==> src/design/dlbp_pkg.sv <==
package dlbp_pkg;

	localparam int unsigned PERIOD_W = 14;

	typedef struct packed {
		logic       op;
		logic [7:0] rx_byte;
	} in_beat_t;

	typedef struct packed {
		logic                led;
		logic [PERIOD_W-1:0] half_period;
		logic [1:0]          status;
	} out_beat_t;

	localparam logic       OP_BYTE = 1'b0;
	localparam logic       OP_TICK = 1'b1;

	localparam logic [1:0] ST_NONE     = 2'd0;
	localparam logic [1:0] ST_UPDATED  = 2'd1;
	localparam logic [1:0] ST_REJECTED = 2'd2;

	localparam logic [PERIOD_W-1:0] SAT_LIMIT      = 14'd10000;
	localparam logic [PERIOD_W-1:0] DEFAULT_PERIOD = 14'd500;
	localparam logic [PERIOD_W-1:0] MAX_PERIOD     = 14'd9999;

	localparam logic [7:0] CH_LF    = 8'h0A;
	localparam logic [7:0] CH_CR    = 8'h0D;
	localparam logic [7:0] CH_SPACE = 8'h20;
	localparam logic [7:0] CH_TAB   = 8'h09;
	localparam logic [7:0] CH_VT    = 8'h0B;
	localparam logic [7:0] CH_FF    = 8'h0C;
	localparam logic [7:0] CH_PLUS  = 8'h2B;
	localparam logic [7:0] CH_MINUS = 8'h2D;
	localparam logic [7:0] CH_ZERO  = 8'h30;
	localparam logic [7:0] CH_NINE  = 8'h39;

endpackage

==> src/design/dlbp_parse.sv <==
module dlbp_parse #(
	parameter int unsigned LINE_BUFFER_BYTES = 20
) (
	input  logic                          clk,
	input  logic                          arst_n,
	input  logic                          en,
	input  logic [7:0]                    ch,
	output logic [dlbp_pkg::PERIOD_W-1:0] period_q,
	output logic [dlbp_pkg::PERIOD_W-1:0] period_n,
	output logic [1:0]                    status
);

	localparam int unsigned CW = $clog2(LINE_BUFFER_BYTES);
	localparam logic [CW-1:0] KEEP_MAX = CW'(LINE_BUFFER_BYTES - 1);

	localparam logic [1:0] PH_LEAD   = 2'd0;
	localparam logic [1:0] PH_DIGITS = 2'd1;
	localparam logic [1:0] PH_DONE   = 2'd2;

	logic [1:0]                    phase_q, phase_n;
	logic                          neg_q, neg_n;
	logic [dlbp_pkg::PERIOD_W-1:0] acc_q, acc_n;
	logic [CW-1:0]                 kept_q, kept_n;

	logic        is_eol, is_ws, is_sign, is_digit, take_digits;
	logic [16:0] acc_x10;

	assign is_eol   = (ch == dlbp_pkg::CH_LF) || (ch == dlbp_pkg::CH_CR);
	assign is_ws    = (ch == dlbp_pkg::CH_SPACE) || (ch == dlbp_pkg::CH_TAB) ||
	                  (ch == dlbp_pkg::CH_VT) || (ch == dlbp_pkg::CH_FF);
	assign is_sign  = (ch == dlbp_pkg::CH_PLUS) || (ch == dlbp_pkg::CH_MINUS);
	assign is_digit = (ch >= dlbp_pkg::CH_ZERO) && (ch <= dlbp_pkg::CH_NINE);
	assign take_digits = (phase_q == PH_DIGITS) ||
	                     ((phase_q == PH_LEAD) && !is_ws && !is_sign);
	// acc * 10 + digit, saturating below
	assign acc_x10 = {acc_q, 3'b000} + {2'b00, acc_q, 1'b0} + {13'd0, ch[3:0] - 4'd0};

	always_comb begin
		phase_n  = phase_q;
		neg_n    = neg_q;
		acc_n    = acc_q;
		kept_n   = kept_q;
		period_n = period_q;
		status   = dlbp_pkg::ST_NONE;
		if (en) begin
			if (is_eol) begin
				if (kept_q != '0) begin
					if (!neg_q && (acc_q != '0) && (acc_q < dlbp_pkg::SAT_LIMIT)) begin
						period_n = acc_q;
						status   = dlbp_pkg::ST_UPDATED;
					end else begin
						status   = dlbp_pkg::ST_REJECTED;
					end
					phase_n = PH_LEAD;
					neg_n   = 1'b0;
					acc_n   = '0;
					kept_n  = '0;
				end
			end else if (kept_q < KEEP_MAX) begin
				kept_n = kept_q + 1'b1;
				if ((phase_q == PH_LEAD) && is_sign) begin
					neg_n   = (ch == dlbp_pkg::CH_MINUS);
					phase_n = PH_DIGITS;
				end
				if (take_digits) begin
					if (is_digit) begin
						phase_n = PH_DIGITS;
						acc_n   = (acc_x10 > {3'b000, dlbp_pkg::SAT_LIMIT}) ?
						          dlbp_pkg::SAT_LIMIT : acc_x10[dlbp_pkg::PERIOD_W-1:0];
					end else begin
						phase_n = PH_DONE;
					end
				end
			end
		end
	end

	always_ff @(posedge clk or negedge arst_n) begin
		if (!arst_n) begin
			phase_q  <= PH_LEAD;
			neg_q    <= 1'b0;
			acc_q    <= '0;
			kept_q   <= '0;
			period_q <= dlbp_pkg::DEFAULT_PERIOD;
		end else begin
			phase_q  <= phase_n;
			neg_q    <= neg_n;
			acc_q    <= acc_n;
			kept_q   <= kept_n;
			period_q <= period_n;
		end
	end

	a_acc_sat: assert property (@(posedge clk) disable iff (!arst_n)
		acc_q <= dlbp_pkg::SAT_LIMIT)
		else $error("accumulator above saturation limit");

	a_kept_max: assert property (@(posedge clk) disable iff (!arst_n)
		kept_q <= KEEP_MAX)
		else $error("line length above capacity");

	a_period_range: assert property (@(posedge clk) disable iff (!arst_n)
		(period_q != '0) && (period_q <= dlbp_pkg::MAX_PERIOD))
		else $error("period setting out of range");

endmodule

==> src/design/decimal_line_blink_period_control_core.sv <==
// Result beat is registered and valid in the cycle after the input beat is accepted.
// Throughput: one item per cycle; in_ready stays high while the output
// register is empty or being drained in the same cycle.
// Reset (arst_n low, asynchronous): line cleared, half-period 500 ms,
// LED on with the millisecond count at zero, no result pending.
module decimal_line_blink_period_control_core #(
	parameter int unsigned LINE_BUFFER_BYTES = 20
) (
	input  logic                clk,
	input  logic                arst_n,
	input  logic                in_valid,
	output logic                in_ready,
	input  dlbp_pkg::in_beat_t  in_data,
	output logic                out_valid,
	input  logic                out_ready,
	output dlbp_pkg::out_beat_t out_data
);

	logic                          accept, tick;
	logic [dlbp_pkg::PERIOD_W-1:0] period_q, period_n;
	logic [1:0]                    status;
	logic [dlbp_pkg::PERIOD_W-1:0] elapsed_q, elapsed_n, active_q, active_n, elapsed_inc;
	logic                          led_q, led_n;
	logic                          out_valid_q;
	dlbp_pkg::out_beat_t           res_q;

	assign in_ready = !out_valid_q || out_ready;
	assign accept   = in_valid && in_ready;
	assign tick     = accept && (in_data.op == dlbp_pkg::OP_TICK);

	dlbp_parse #(
		.LINE_BUFFER_BYTES(LINE_BUFFER_BYTES)
	) u_parse (
		.clk     (clk),
		.arst_n  (arst_n),
		.en      (accept && (in_data.op == dlbp_pkg::OP_BYTE)),
		.ch      (in_data.rx_byte),
		.period_q(period_q),
		.period_n(period_n),
		.status  (status)
	);

	assign elapsed_inc = elapsed_q + 1'b1;

	always_comb begin
		elapsed_n = elapsed_q;
		active_n  = active_q;
		led_n     = led_q;
		if (tick) begin
			if (elapsed_inc >= active_q) begin
				elapsed_n = '0;
				active_n  = period_q;
				led_n     = !led_q;
			end else begin
				elapsed_n = elapsed_inc;
			end
		end
	end

	always_ff @(posedge clk or negedge arst_n) begin
		if (!arst_n) begin
			elapsed_q   <= '0;
			active_q    <= dlbp_pkg::DEFAULT_PERIOD;
			led_q       <= 1'b1;
			out_valid_q <= 1'b0;
		end else begin
			elapsed_q <= elapsed_n;
			active_q  <= active_n;
			led_q     <= led_n;
			if (in_ready) begin
				out_valid_q <= in_valid;
			end
		end
	end

	always_ff @(posedge clk) begin
		if (accept) begin
			res_q.led         <= led_n;
			res_q.half_period <= period_n;
			res_q.status      <= status;
		end
	end

	assign out_valid = out_valid_q;
	assign out_data  = res_q;

	a_elapsed_lt_active: assert property (@(posedge clk) disable iff (!arst_n)
		elapsed_q < active_q)
		else $error("millisecond count reached half-period length");

	a_active_range: assert property (@(posedge clk) disable iff (!arst_n)
		(active_q != '0) && (active_q <= dlbp_pkg::MAX_PERIOD))
		else $error("active half-period out of range");

	a_tick_no_status: assert property (@(posedge clk) disable iff (!arst_n)
		tick |=> (res_q.status == dlbp_pkg::ST_NONE))
		else $error("tick produced a nonzero status");

	a_out_led: assert property (@(posedge clk) disable iff (!arst_n)
		accept |=> (out_valid_q && (res_q.led == led_q) && (res_q.half_period == period_q)))
		else $error("result beat does not match state");

endmodule
==> config.mk <==
export PLATFORM = sky130hd
export DESIGN_NAME = decimal_line_blink_period_control_core
export DESIGN_NICKNAME = d
export VERILOG_FILES = /design/src/design/dlbp_pkg.sv /design/src/design/dlbp_parse.sv /design/src/design/decimal_line_blink_period_control_core.sv
export SDC_FILE = /design/constraint.sdc
export NUM_CORES = 1
export LEC_CHECK = 0
export BUFFER_PORTS_ARGS = -buffer_cell sky130_fd_sc_hd__buf_2
export CAP_MARGIN = 20
export CORE_MARGIN = 5
export CORE_UTILIZATION = 56
export CTS_CLUSTER_SIZE = 25
export DETAILED_ROUTE_END_ITERATION = 7
export PLACE_DENSITY = 0.8
export SKIP_CTS_REPAIR_TIMING = 1
export SYNTH_ARGS = -nofsm -noshare
export SYNTH_HDL_FRONTEND = slang
export SYNTH_SLANG_ARGS = --single-unit
==> constraint.sdc <==
create_clock -name clk -period 3.06 [get_ports clk]
set_input_delay 0 -clock clk [delete_from_list [all_inputs] [get_ports clk]]
set_output_delay 0 -clock clk [all_outputs]
set_load 0.01 [all_outputs]
* Yosys cells after proc, flatten, opt, wreduce, memory -nomap -nowiden
Index checks and enable logic that the tools add are counted.
Widths: inputs -> output; s select.
** Storage, ports and cells
- Output and inout port bits :: 19
- Register bits :: 83
- Input bits :: 13
** Cells by class
- Magnitude comparators :: 6
- Equal/unequal tests :: 10
- Bitwise operators :: 1
- Mux-type cells :: 27
- Reduce and logical (&&, ||, !) cells :: 35
- $add $sub $neg :: 4
** Operator list (number)
- $mux 14 :: 11
- $eq 8x4->1 const B :: 5
- $eq 8x6->1 const B :: 3
- $add 17x15->17 :: 1
- $add 17x4->17 :: 1
- $gt 17x14->1 const B :: 1
- $mux 5 :: 3
- $add 14x1->14 const B :: 1
- $ge 14x14->1 :: 1
- $lt 14x14->1 const B :: 1
- $mux 2 :: 7
- $reduce_bool 14->1 :: 1
- $logic_and 1x1->1 :: 9
- $ge 8x6->1 const B :: 1
- $le 8x6->1 const B :: 1
- $reduce_and 4->1 :: 2
- $reduce_bool 2->1 :: 4
- $logic_or 1x1->1 :: 7
- $mux 1 :: 6
- $reduce_and 3->1 :: 2
- $add 5x1->5 const B :: 1
- $logic_not 1->1 :: 5
- $lt 5x5->1 const B :: 1
- $reduce_and 5->1 :: 1
- 7 further kinds :: 7

* Logic depth before layout (Yosys ltp)
Gate-level depths: netlist of run 1.
- Word-level depth :: 11
- Mapped depth :: 15
- Mapped depth without buffers :: 13

* Hierarchy
From an unflattened synthesis of run 1, not the netlist that was laid out.
** Unflattened totals
- Cell total of the unflattened synthesis :: 518
- Area, all modules :: 5225.0 um2
** Modules (own cells, without submodules)
- dlbp_parse :: cells an instance 312, sequential area each 908.4 um2, instances 1, area an instance 2827.7 um2
- decimal_line_blink_period_control_core :: cells an instance 206, sequential area each 1270.0 um2, instances 1, area an instance 2397.3 um2

* Worst setup path before layout of run 1
OpenSTA, ideal clock, no wires.
- Path kind :: register -> register
- Start :: reg elapsed_q[0] in the netlist's numbering
- End :: reg res_q, in the netlist out_data[16] (data pin)
- Path buffers :: 2
- Arrival time :: 3163 ps
- Setup time :: 142 ps
- Stages on the path, launching flop included :: 16
- Slack :: -245 ps
- Cells stage by stage :: dfrtp_1 > ha_1 > nand3_1 > nor2_1 > and3_1 > xnor2_1 > inv_1 > ha_1 > a21o_1 > a21o_1 > a21o_1 > a2111oi_0 > clkbuf_1 > clkbuf_1 > o211ai_1 > nand3_1
** Between the ends
- Cells in the longest elaborated chain, start to end :: 4
** RTL lines
- start: declaration :: line decimal_line_blink_period_control_core.sv:22 : logic [dlbp_pkg::PERIOD_W-1:0] elapsed_q, elapsed_n, active_q, active_n, elapsed_inc;
- start signal: assignment :: line decimal_line_blink_period_control_core.sv:67 : elapsed_q <= elapsed_n;
- $add 14x1->14 :: line decimal_line_blink_period_control_core.sv:43 : assign elapsed_inc = elapsed_q + 1'b1;
- $ge 14x14->1 :: line decimal_line_blink_period_control_core.sv:50 : if (elapsed_inc >= active_q) begin
- $mux 1 :: line decimal_line_blink_period_control_core.sv:50
- $mux 1 :: line decimal_line_blink_period_control_core.sv:49 : if (tick) begin
- named net led_n :: line decimal_line_blink_period_control_core.sv:23 : logic led_q, led_n;
- end: declaration :: line decimal_line_blink_period_control_core.sv:25 : dlbp_pkg::out_beat_t res_q;
The timed path passes the listed nets, and every way through them passes these cells.
A chain may end at the register's enable or synchronous reset.

* Worst setup path after layout of run 1
- Start :: reg u_parse.acc_q[0] in the netlist's numbering
- End :: reg u_parse.acc_q[5] in the netlist's numbering
** Between the ends
- Cells in the longest elaborated chain, start to end :: 8
** RTL lines
- start: declaration :: line dlbp_parse.sv:22 : logic [dlbp_pkg::PERIOD_W-1:0] acc_q, acc_n;
- start signal: assignment :: line dlbp_parse.sv:88 : acc_q <= acc_n;
- $add 17x15->17 * :: line dlbp_parse.sv:36 : assign acc_x10 = {acc_q, 3'b000} + {2'b00, acc_q, 1'b0} + {13'd0, ch[3:0] - 4'd0};
- $add 17x4->17 * :: line dlbp_parse.sv:36
- $gt 17x14->1 :: line dlbp_parse.sv:68 : acc_n = (acc_x10 > {3'b000, dlbp_pkg::SAT_LIMIT}) ?
- $mux 14 * :: line dlbp_parse.sv:68
- $mux 14 * :: line dlbp_parse.sv:66 : if (is_digit) begin
- $mux 14 * :: line dlbp_parse.sv:65 : if (take_digits) begin
- $mux 14 * :: line dlbp_parse.sv:59 : end else if (kept_q < KEEP_MAX) begin
- $mux 14 * :: line dlbp_parse.sv:46 : if (is_eol) begin
Every way passes the cells marked *; elsewhere a longest branch is shown, timed or not. The select of a mux whose other input is x is not followed.

==> results by group, run 1 <==
Status
  • Status: complete, but fails checks
  • Failing checks: setup timing

Timing
  • # setup viols final: 14
  • Count of final hold-check violations: 0
  • Setup TNS: -1.02 ns
  • Slew Limit Fails: 0
  • Fin crit share: 103%
  • Tmin final: 3.16 ns
  • Final Skew: between 0.015 and 0.02 ns
  • Slew margin rel.: about 45%
  • Setup ws final: -0.103 ns
  • Fmax: 316 MHz
  • RSZ-0062 raised after global routing: true
  • Worst Max-Slew Pin Slew: 0.801 ns

Clocking
  • CTS tree: done
  • H-tree depth: 3
  • Clock Tree Buf Depth: 2
  • Total CTS buffers: 9
  • Root Buffer: clkbuf_8
  • Clk_lat worst skew: about 0.37 ns
  • CTS clk-pin slew, worst paths: 0.09 ns
  • CTS sink cnt: 83

Power
  • Tot Pwr: about 0.0030 W
  • PD cells: roughly 450 mW/mm2
  • P_leak: ~3.1 nW
  • Maximum VDD drop: 0.229 mV

Finish
  • Final net count: 750
  • # diodes: 0
  • Layout cells sized above 1: 26.3%
  • Most frequent cells in the layout: nand2_1, buf_4, dfrtp_1
  • Area Growth Syn to Fin: 23.1%
  • Commonest non-fill, non-tap cell in the layout: nand2_1
  • Fill cell count: 741
  • Final instance area: 0.00670 mm2

Synthesis
  • Main synth FF type: dfrtp_1
  • Register area share after synthesis: between 40% and 50%
  • Syn Std Cell Area: ~0.0054 mm2
  • Post-synth EDFFs: 17
  • Flops & latches, synth: 83
  • Async SR Flop Fraction: 79.5%
  • Post-Syn Nets: between 600 and 700
  • Post-synthesis cell count: between 600 and 700
  • Mapped Avg Cell Area: 8.92 um2
  • Distinct cell type count after synthesis: 56
  • Synth Warn #: 0

Placed design
  • IO Port Bufs: 31
  • HPWL after DPL: a little under 10000 um
  • Placed cell area: 0.00611 mm2
  • Final Wtd Congestion: 0.875
  • Pre-CTS setup slack: -0.157 ns

Detailed routing
  • Drt total wl: 14600 um
  • Total number of vias: 5058
  • Post-route DRC: 0
  • Drt pass-1 iters: 5
  • ANT nets after route: 0
  • DR vias/cell: 6.10
  • WL per Instance: ~18 um
  • Initial DRC count: 340

Worst setup path
  • Crit end category: flip-flop
  • Critical path data arrival time: 3.47 ns
  • CP startpoint kind: flip-flop
  • CP required: 3.37 ns
  • CP max FO: 5
  • Critical path class: flip-flop to flip-flop

GRT
  • Number of global-route vias before repair: ~4700
  • Total GRT Usage: 23.2%
  • Initial antenna violation count: 0
  • GRT overflow: 0
  • Largest net degree at the start of global routing: 61
  • First-pass GRT wire length: 21800 um

Floorplanning
  • Initial Util: 56.5%
  • Core area: slightly below 0.01 mm2
  • Horiz. Die Dim: 109 um
  • Full die area: 0.0118 mm2
  • # rows: 36
  • I/O pin total: 32
  • Die Height: roughly 110 um

Run
  • Max-cap viol count: 0

Hold path
  • Hold Path Class: input port to flip-flop
-- worst paths after layout --
| path | cells past startpoint | slack, ns | start | to |
|---|---|---|---|---|
| worst max register to register | 11 | -0.10 | u_parse.acc_q[0] | u_parse.acc_q[5] |
| max in group asynchronous | 3 | 1.84 | arst_n | active_q[8] |
| min in group asynchronous | 2 | 0.22 | arst_n | u_parse.period_q[13] |
| worst min-delay path | 2 | 0.03 | in_data[0] | u_parse.acc_q[0] |
| worst max-delay path | 11 | -0.10 | u_parse.acc_q[0] | u_parse.acc_q[5] |
| worst min register to register | 2 | 0.51 | u_parse.period_q[8] | u_parse.period_q[8] |
-- flip-flops by register name (all words and copies together), names as in the netlist --
signal	cells
u_parse.period_q	14
u_parse.neg_q	1
out_data	17
u_parse.phase_q	2
elapsed_q	14
led_q	1
out_valid	1
u_parse.acc_q	14
active_q	14
u_parse.kept_q	5
-- per-stage QoR --
stage / util (%) / hold WS (ns) / cells
2_1_floorplan: - / -0.296 / 610
3_3_place_gp: 63.4 / 0.0647 / 799
3_5_place_dp: 63.4 / 0.0809 / 799
4_1_cts: 65.3 / -0.315 / 815
5_1_grt: 69.5 / 0.0493 / 829
6_report: 69.5 / 0.0349 / 829
-- logic make-up after synthesis --
kind of cell	share of synthesized area [%]
adder cells (fa/ha/maj)	10.9
flip-flops	40.0
AND/OR/NAND/NOR	20.9
AO/OA/AOI/OAI	17.8
XOR/XNOR	4.99
multiplexers	0.598
buffers and inverters	4.92
-- synthesized netlist by cell type (3+ instances only) --
library cell    n  area share (%)
nand3_1        29             2.7
a32o_1         10             1.8
nand2b_1        5            0.57
a2111o_1        3            0.62
nand2_1       111             7.7
clkbuf_1       24             1.7
nand4_1         3            0.34
a31oi_1        21             2.4
nor4b_1         4            0.64
nor2b_1         3            0.34
ha_1           44              10
a21o_1         10             1.4
nor2_1         23             1.6
nor4_1          5            0.57
dfstp_2        13             6.3
inv_1          41             2.8
dfrtp_1        53              24
a211oi_1        3            0.41
o211ai_1       16             2.2
and2_1          3            0.34
edfxtp_1       17             9.4
o21ai_0        44             4.0
xor2_1         16             2.6
or4_1          17             2.3
nor3_1          8            0.74
xnor2_1        15             2.4
a21oi_1        25             2.3
and3_1          5            0.57
-- worst max-delay path: stages, from the launching register on --
cell,delay (ns)
dfrtp_1,0.39
inv_1,0.10
fa_2,0.47
fa_2,0.55
nor4b_4,0.18
nor2_1,0.09
or4_4,0.54
o22ai_2,0.12
nor4_2,0.06
o31ai_2,0.24
buf_4,0.20
a32o_1,0.17
-- layout make-up --
cell class,count,area [um2],area share (%)
flip-flops and latches,83,2180,32.5
repair buffers,97,693,10.3
clock buffers,13,169,2.52
clock inverters,3,21.3,0.318
well taps,133,166,2.48
multi-input cells,459,3320,49.5
inverters,41,154,2.30
-- metal layers --
metal  up-vias  track usage [%]  share of wire [%]
li1       2375                -                  -
met1      2440             28.6                 39
met2       192             40.2                 52
met3        51             3.88                5.0
met4         0             9.65                3.8
met5         -                0                  0
-- report_power, final --
part	switching [W]	internal, W
clock	0.000404	0.000362
sequential	0.000147	0.00124
combinational	0.000468	0.000392
(Power assumes the default switching activity.)
==> run 2: changes to the inputs <==
--- a/config.mk
+++ b/config.mk
@@ -8,10 +8,10 @@
 export BUFFER_PORTS_ARGS = -buffer_cell sky130_fd_sc_hd__buf_2
 export CAP_MARGIN = 20
 export CORE_MARGIN = 5
-export CORE_UTILIZATION = 56
+export CORE_UTILIZATION = 58
 export CTS_CLUSTER_SIZE = 25
 export DETAILED_ROUTE_END_ITERATION = 7
-export PLACE_DENSITY = 0.8
+export PLACE_DENSITY = 0.79
 export SKIP_CTS_REPAIR_TIMING = 1
 export SYNTH_ARGS = -nofsm -noshare
 export SYNTH_HDL_FRONTEND = slang
==> constraint.sdc (replaced) <==
create_clock -name clk -period 3.1 [get_ports clk]
set_input_delay 0 -clock clk [delete_from_list [all_inputs] [get_ports clk]]
set_output_delay 0 -clock clk [all_outputs]
set_load 0.01 [all_outputs]
==> results by group, run 2 (same netlist as run 1, synthesis figures left out) <==
Timing
  • Tmin final: 3.06 ns
  • Setup TNS: 0 ns
  • # setup viols final: 0
  • RSZ-0062 raised after global routing: true
  • Final Skew: 0.0108 ns
  • Worst Max-Slew Pin Slew: 1.05 ns
  • Fmax: 327 MHz
  • Slew Limit Fails: 0
  • Slew margin rel.: 28.4%
  • Fin crit share: 98.6%
  • Count of final hold-check violations: 1
  • Min Hold Slack: -0.0420 ns

Worst setup path
  • CP required: about 3.4 ns
  • Worst r2r src: u_parse.acc_q[0]
  • Crit end category: flip-flop
  • Worst R2R Path Depth: 11
  • CP max FO: 6
  • Critical path class: flip-flop to flip-flop
  • CP startpoint kind: flip-flop
  • Critical path data arrival time: 3.35 ns
  • Worst R2R End: u_parse.acc_q[3]
  • FF-to-FF setup slack: 0.04 ns

Floorplanning
  • Initial Util: 59.2%
  • Core area: 0.00920 mm2
  • Die Height: 107 um
  • I/O pin total: 32
  • Horiz. Die Dim: 107 um
  • # rows: 35
  • Full die area: 0.0114 mm2

Detailed routing
  • DR vias/cell: 6.22
  • Total number of vias: 4951
  • ANT nets after route: 0
  • WL per Instance: between 15 and 20 um
  • Drt pass-1 iters: 5
  • Drt total wl: 13900 um
  • Post-route DRC: 0
  • Initial DRC count: just over 400

Finish
  • Final net count: 739
  • Area Growth Syn to Fin: 21.3%
  • Commonest non-fill, non-tap cell in the layout: nand2_1
  • Layout cells sized above 1: 26.3%
  • # diodes: 0
  • Fin cells: 796
  • Max FFs per register: 17
  • Fill cell count: 649
  • Most frequent cells in the layout: nand2_1, dfrtp_1, buf_4

Power
  • PD cells: 453 mW/mm2
  • Tot Pwr: 0.00299 W
  • Maximum VDD drop: between 0.2 and 0.3 mV
  • P_leak: 3.09 nW

Run
  • Max-cap viol count: 0

Clocking
  • Clk_lat worst skew: 0.36 ns
  • H-tree depth: 3
  • Clock Tree Buf Depth: 2
  • Total CTS buffers: 9
  • CTS clk-pin slew, worst paths: approximately 0.09 ns
  • Root Buffer: clkbuf_8
  • CTS sink cnt: 83
  • CTS tree: done

Placed design
  • Final Wtd Congestion: around 0.85
  • HPWL after DPL: 9440 um
  • IO Port Bufs: 31
  • Dpl cells: 767

GRT
  • First-pass GRT wire length: 22400 um
  • Met1 usage: 33.1%
  • Met3 Track Usage GR: slightly below 4%
  • Initial antenna violation count: 0
  • Met2 usage: 40.1%
  • Number of global-route vias before repair: 4701
  • Most used routing layer: met2
  • Total GRT Usage: between 20 and 25%
  • Largest net degree at the start of global routing: 61
  • GRT overflow: 0

Status
  • Failing checks: hold timing
  • Status: complete, but fails checks

Hold path
  • Hold Crit Endpoint: out_valid
  • Hold depth: 3
  • Hold Path Class: input port to flip-flop
  • Hold_sp: out_ready
run 2: layout make-up:
| cell class | count | area [um2] | area share, % |
|---|---|---|---|
| multi-input cells | 459 | 3320 | 50.3 |
| clock buffers | 9 | 124 | 1.88 |
| well taps | 111 | 139 | 2.10 |
| repair buffers | 86 | 614 | 9.31 |
| flip-flops and latches | 83 | 2180 | 33.1 |
| clock inverters | 7 | 65.1 | 0.986 |
| inverters | 41 | 154 | 2.33 |
run 2: metal layers:
metal	wire length, um	vias to the layer above	part of all wire (%)
met2	6710	174	48
li1	-	2359	-
met3	859	28	6.2
met1	6000	2390	43
met5	0	-	0
met4	276	0	2.0
run 2: worst max-delay path by stage:
stage	startpoint	end	slack (ns)	cells after the start
3_5_place_dp	u_parse.acc_q[0]	u_parse.acc_q[3]	-0.11	13
4_1_cts	elapsed_q[0]	elapsed_q[12]	-0.15	13
3_3_place_gp	u_parse.acc_q[0]	u_parse.acc_q[0]	-0.03	12
5_1_grt	elapsed_q[0]	elapsed_q[12]	-0.14	13
2_1_floorplan	elapsed_q[0]	out_data[16]	-0.02	15
6_report	u_parse.acc_q[0]	u_parse.acc_q[3]	0.04	11
run 2: worst max-delay path: stages (launching register included):
cell and delay, ns:
dfrtp_1 0.39, inv_1 0.09, fa_2 0.47, fa_2 0.56, nor4b_4 0.19, nor2_1 0.10
or4_4 0.42, o22ai_2 0.12, nor4_2 0.06, o31ai_2 0.25, buf_4 0.19, a32o_1 0.16
run 2: stage by stage:
| step | util [%] | instance area (um2) | setup WS, ns |
|---|---|---|---|
| floorplan | - | 5460 | -0.0159 |
| global placement | 65.1 | 5990 | -0.0336 |
| detailed placement | 65.1 | 5990 | -0.111 |
| CTS | 67.1 | 6170 | -0.152 |
| global route | 71.8 | 6600 | -0.139 |
| finish | 71.8 | 6600 | 0.0434 |
run 2: power breakdown:
part	switching (W)	total, W	internal (W)
logic	0.000464	0.000859	0.000395
clock network	0.000450	0.000763	0.000312
registers	0.000142	0.00137	0.00123
total	0.00106	0.00299	0.00193
